**config.mk**
```make
export PLATFORM = sky130hd
export DESIGN_NAME = atpt_cell
export DESIGN_NICKNAME = d
export VERILOG_FILES = /design/src/hw/rtl/address_to_position_table_core_macros.svh /design/src/hw/rtl/atpt_pkg.sv /design/src/hw/rtl/atpt_cell.sv
export SDC_FILE = /design/constraint.sdc
export NUM_CORES = 1
export LEC_CHECK = 0
export BUFFER_PORTS_ARGS = -buffer_cell sky130_fd_sc_hd__buf_2
export CORE_AREA = 2 2 186 188
export CTS_CLUSTER_DIAMETER = 120
export CTS_CLUSTER_SIZE = 8
export DETAILED_ROUTE_END_ITERATION = 8
export DIE_AREA = 0 0 188 190
export GPL_ROUTABILITY_DRIVEN = 0
export GPL_TIMING_DRIVEN = 1
export HOLD_SLACK_MARGIN = 0.03
export PLACE_DENSITY = 0.75
export SYNTH_ARGS = -nofsm -noshare
export SYNTH_HDL_FRONTEND = slang
export SYNTH_SLANG_ARGS = --single-unit
export TNS_END_PERCENT = 10
```
**constraint.sdc**
```tcl
create_clock -name aclk -period 21.8 [get_ports aclk]
set_input_delay 3.27 -clock aclk [delete_from_list [all_inputs] [get_ports aclk]]
set_output_delay 3.27 -clock aclk [all_outputs]
set_load 0.03 [all_outputs]
```
**src/hw/rtl/address_to_position_table_core_macros.svh**
```systemverilog
// Assertion macros for the address to position table core.
`ifndef ADDRESS_TO_POSITION_TABLE_CORE_MACROS_SVH
`define ADDRESS_TO_POSITION_TABLE_CORE_MACROS_SVH

// Checked only while out of reset.
`define ATPT_ASSERT(label, prop, msg) \
    label: assert property (@(posedge aclk) disable iff (!aresetn) (prop)) else $error(msg);

// Checked on every edge, reset included.
`define ATPT_ASSERT_ALWAYS(label, prop, msg) \
    label: assert property (@(posedge aclk) (prop)) else $error(msg);

`endif

```
**src/hw/rtl/atpt_pkg.sv**
```systemverilog
// Shared types and codes of the address to position table.
`default_nettype none

package atpt_pkg;

    localparam int TABLE_ENTRIES_DEF = 64;

    localparam logic [2:0] OP_ADD    = 3'd0;
    localparam logic [2:0] OP_QUERY  = 3'd1;
    localparam logic [2:0] OP_GET    = 3'd2;
    localparam logic [2:0] OP_UPDATE = 3'd3;
    localparam logic [2:0] OP_REMOVE = 3'd4;

    localparam logic [1:0] ST_OK   = 2'd0;
    localparam logic [1:0] ST_FULL = 2'd1;
    localparam logic [1:0] ST_DUP  = 2'd2;
    localparam logic [1:0] ST_MISS = 2'd3;

    // Request token that walks down the chain of cells.
    typedef struct packed {
        logic        vld;
        logic        wr;          // write pass of an add, else scan pass
        logic [2:0]  op;
        logic [31:0] key;
        logic [63:0] pos_x;       // request coordinates, or stored ones after a get hit
        logic [63:0] pos_y;
        logic [63:0] pos_z;
        logic        hit;
        logic        free_found;
    } tok_t;

endpackage

`default_nettype wire

```
**src/hw/rtl/atpt_cell.sv**
```systemverilog
// One table slot of the chain: holds an entry and forwards the request token.
`default_nettype none

module atpt_cell #(
    parameter int               IDX_W      = 6,
    parameter logic [IDX_W-1:0] CELL_INDEX = '0
) (
    input  wire logic             aclk,
    input  wire logic             aresetn,
    input  wire atpt_pkg::tok_t   tok_i,
    input  wire logic [IDX_W-1:0] idx_i,
    output atpt_pkg::tok_t        tok_o,
    output logic [IDX_W-1:0]      idx_o
);

    logic           valid_reg, valid_next;
    logic [31:0]    key_reg;
    logic [63:0]    pos_x_reg, pos_y_reg, pos_z_reg;
    atpt_pkg::tok_t tok_reg, tok_next;
    logic           tok_vld_reg;
    logic [IDX_W-1:0] idx_reg, idx_next;

    logic scan;
    logic match;
    logic wr_hit;
    logic load_pos;

    always_comb begin
        scan     = tok_i.vld && !tok_i.wr;
        match    = scan && valid_reg && (key_reg == tok_i.key) && !tok_i.hit;
        wr_hit   = tok_i.vld && tok_i.wr && (idx_i == CELL_INDEX);
        load_pos = wr_hit || (match && (tok_i.op == atpt_pkg::OP_UPDATE));

        tok_next = tok_i;
        idx_next = idx_i;
        // claim the lowest free slot seen so far
        if (scan && !valid_reg && !tok_i.free_found) begin
            tok_next.free_found = 1'b1;
            idx_next            = CELL_INDEX;
        end
        if (match) begin
            tok_next.hit = 1'b1;
            if (tok_i.op == atpt_pkg::OP_GET) begin
                tok_next.pos_x = pos_x_reg;
                tok_next.pos_y = pos_y_reg;
                tok_next.pos_z = pos_z_reg;
            end
        end

        valid_next = valid_reg;
        if (match && (tok_i.op == atpt_pkg::OP_REMOVE)) begin
            valid_next = 1'b0;
        end
        if (wr_hit) begin
            valid_next = 1'b1;
        end
    end

    always_ff @(posedge aclk) begin
        if (!aresetn) begin
            valid_reg   <= 1'b0;
            tok_vld_reg <= 1'b0;
        end else begin
            valid_reg   <= valid_next;
            tok_vld_reg <= tok_i.vld;
        end
    end

    always_ff @(posedge aclk) begin
        tok_reg <= tok_next;
        idx_reg <= idx_next;
        if (wr_hit) begin
            key_reg <= tok_i.key;
        end
        if (load_pos) begin
            pos_x_reg <= tok_i.pos_x;
            pos_y_reg <= tok_i.pos_y;
            pos_z_reg <= tok_i.pos_z;
        end
    end

    always_comb begin
        tok_o     = tok_reg;
        tok_o.vld = tok_vld_reg;
    end

    assign idx_o = idx_reg;

endmodule

`default_nettype wire

```
# == Word-level counts from Yosys, hierarchy flattened ==
# Index checks and enable logic that the tools add are counted.
# W data, S select, Z words.
# word_totals
inputBits,239
rom_bits,0
word_cells,40
ram_bits,0
latchBits,0
register_bits,462
mem_count,0
out_inout_bits,237
# classes
eq_ne,4
add_sub_neg,0
n_bitwise,0
mux,4
shifts,0
mul,0
reduce_logical,17
n_div,0
n_lt_le_gt_ge,0
# op_table
operator,n
$mux W193,1
$mux W192,1
$eq A32 B32 Y1,1
$logic_and A1 B1 Y1,10
$eq A3 B2 Y1 const B,2
$logic_not A6 Y1,1
$logic_not A1 Y1,4
$eq A3 B3 Y1 const B,1
$mux W1,2
$reduce_bool A2 Y1,1
$logic_or A1 B1 Y1,1

# == Depth between registers and ports, before layout ==
# logic_depth
word_depth,8
ltp_mapped,8
ltp_nobuf,6

# == Worst setup path before layout ==
# OpenSTA, ideal clock, no wires.
# synth_path
path_kind,in2reg
from,input tok_i[212] (netlist name)
to,"register pos_x_reg[0], enable pin"
arrival_ns,13.633
setup_time_ns,0.784
required_ns,21.016
path_buffers,0
setup_slack_ns,7.383
cell_stages,5
cell_sequence,nor2b_1 > a2111o_1 > or4_1 > or4_4 > o21bai_1
# synth_via
elab_chain_cells,5
# synth_lines
item,line_no,rtl
from (decl),atpt_cell.sv:10,"input wire atpt_pkg::tok_t tok_i,"
$eq A32 B32 Y1,atpt_cell.sv:30,match = scan && valid_reg && (key_reg == tok_i.key) && !tok_i.hit;
$logic_and A1 B1 Y1 (2 in series),atpt_cell.sv:30,
$logic_and A1 B1 Y1,atpt_cell.sv:32,load_pos = wr_hit || (match && (tok_i.op == atpt_pkg::OP_UPDATE));
$logic_or A1 B1 Y1,atpt_cell.sv:32,
named net load_pos,atpt_cell.sv:26,logic load_pos;
to (signal assigned),atpt_cell.sv:76,pos_x_reg <= tok_i.pos_x;
to (decl),atpt_cell.sv:18,"logic [63:0] pos_x_reg, pos_y_reg, pos_z_reg;"
# The timed path passes the listed nets, and every way through them passes these cells.
# A chain may end at the register's enable or synchronous reset.

==> out/results.ini <==
[status]
outcome = complete, no violations

[clock_network]
cts_tree = yes
cts_resized = 0
numCtsBuffers = 67
cts.sinks = 462
cts.reportedPaths.clkPinSlew_ns = 0.05
post-cts-setup-buffers = 0
htreeDepth = 3
ctsHoldBuffers = 0
cts_max_path_buffers = 3
ctsRootBufferMaster = clkbuf_16
insertion_delay_ns = 0.56

[floorplanning]
dieArea_um2 = 35700
die_h_um = 190
num_rows = 68
die_w_um = 188
floorplan.initialDensity_pct = 44.5
io-pin-count = 476
coreArea_um2 = 33900

[worst_setup_path]
end_kind = flop
cp_data_required_time_ns = 22.24
worstSetupPathType = in -> reg
crit_path_start_kind = input pin
cp_max_fo = 52
arrival_ns = 7.46

[synthesis]
synthTopCellsByArea = edfxtp_1, dfxtp_1, mux2_4
synth_top_flop_cell = dfxtp_1
synth_nets = 989
yosysTopAreaCellShare_pct = 44.5
ys_async_sr_fraction_pct = 0
ys_top_cells_by_count = dfxtp_1, edfxtp_1, mux2_4
yosysMostFrequentCell = dfxtp_1
yosysTopAreaCell = edfxtp_1
syn-instance-count = 750
ys_ff_latch = 462
yosys_warnings = 0
synth-edff-count = 224
ys_seq_area_share_pct = 76.1
synth_cell_types = 31
syn_area_um2 = 15100
avgSynthCellArea_um2 = 20.1

[placed_design]
dpl_cell_area_um2 = 17900
post-dp-hpwl_mm = 22.6
numPortBuffers = 475
dp.cells = 1663

[global_routing]
antenna_found_initial = 9
overflow = 0
grtUsageTotal_pct = 17.9
grt_max_degree = 193
grt_pass1_vias = 8726
grt_pass1_wl_mm = 48.8

[min_path]
min-delay-path-class = reg -> reg

[sta]
tightest_slew_ns = 1.11
fin_crit_sh_pct = 32.2
period_minus_slack_ns = 7.02
finalHoldViolCount = 0
relSlewSlack_pct = 26.0
finalSetupViolCount = 0
finClkSkew_ns = 0.0175
rsz0062_at_grt = no
finalMaxSlewViolations = 0
clock.fmax_ghz = 0.142
fin_tns_setup_ns = 0
hold_ws_ns = 0.461

[detailed_routing]
drtIter0Drc = 327
num_vias = 8263
routed_wl_mm = 33.1
via_per_inst = 4.63
drt-pass1-iter-count = 5
drt-wirelength-per-cell_um = 18.5
drc = 0
ant_nets = 0

[cells_and_area]
largest_reg_flops = 230
layout-drive-gt1-share_pct = 56.7
fin_nets = 1516
fill_cells = 2570
area_growth_pct = 31.4
layoutNonFillerInstCount = 1786
final_cell_area_um2 = 19800

[power]
combPwrFrac_pct = 6.7
total_power_mw = 2.03
p_seq_share_pct = 46.5
intPower_mw = 1.58
power_density_nw_per_um2 = 102
p_leak_nw = 8.85
swShare_pct = 22.0
clkPwrFrac_pct = 46.8
p_switching_mw = 0.446
ir_worst_vdd_mv = 0.0770

[job]
max_cap_violations = 0

==> placed cells by master (no fill, tap or decap), types with 3 or more instances in the layout <==
cell,count
buf_4,4
nor4_1,6
nor2b_1,11
buf_2,475
dfxtp_1,238
mux2_2,12
xor2_1,25
nand2_1,3
diode_2,5
mux2_4,180
edfxtp_1,224
clkbuf_1,43
inv_1,5
clkbuf_16,69
inv_6,3
==> final timing paths <==
path                                              start                  to  slack, ns  cells past startpoint
worst max-delay path                         tok_i[212]   tok_o[34]$_DFF_P_      14.78                      9
worst min-delay path            pos_x_reg[52]$_DFFE_PP_  tok_o[182]$_DFF_P_       0.46                      1
worst max register to register    key_reg[16]$_DFFE_PP_   tok_o[34]$_DFF_P_      17.24                      8
worst min register to register  pos_x_reg[52]$_DFFE_PP_  tok_o[182]$_DFF_P_       0.46                      1
==> worst max-delay path, stage by stage <==
cell and delay, ns:
buf_2 0.12, nor2b_1 0.13, a2111o_1 0.38, or4_1 0.50, or4_4 0.58, or4b_4 0.91
buf_4 0.54, buf_4 0.55, mux2_4 0.41
==> power groups by stage <==
stage	Clock [mW]	Sequential (mW)	Combinational (mW)
finish	0.948	0.944	0.136
global placement	0	0.960	0.133
CTS	0.972	0.944	0.137
global route	1.01	0.944	0.142
detailed placement	0	0.960	0.136
floorplan	0	1.01	0.0288
==> per-layer routing <==
metal | routed length [um] | track usage, %
met1 | 12500 | 19.5
met2 | 16500 | 30.3
met3 | 2990 | 7.21
met4 | 1070 | 9.06
met5 | 60 | 0
==> cell type report <==
type,count,area [um2],area share [%]
antenna,5,12.5,0.0630
sequential,462,11500,57.9
tap,455,569,2.87
clock buffer,113,1900,9.58
clock inverter,5,58.8,0.296
timing repair buffer,480,2430,12.2
inverter,5,18.8,0.0946
multi-input combinational,261,3370,17.0
==> logic make-up after synthesis <==
logic type / count (synthesis) / synth area share, %
DFF: 462 / 76.1
xor gates and xnor gates: 26 / 1.51
buffers and inverters: 27 / 1.72
and+or+nand+nor: 36 / 1.54
muxes: 192 / 18.8
AOI/OAI and AO/OA: 7 / 0.356
==> per-stage QoR <==
step | setup slack [ns] | utilization [%]
after floorplan | 7.38 | -
after global placement | 14.22 | 52.7
after detailed placement | 14.20 | 52.7
after CTS | 14.78 | 58.4
after global routing | 14.65 | 58.5
final | 14.78 | 58.5
No activity file was read; power rests on OpenSTA's default activity.
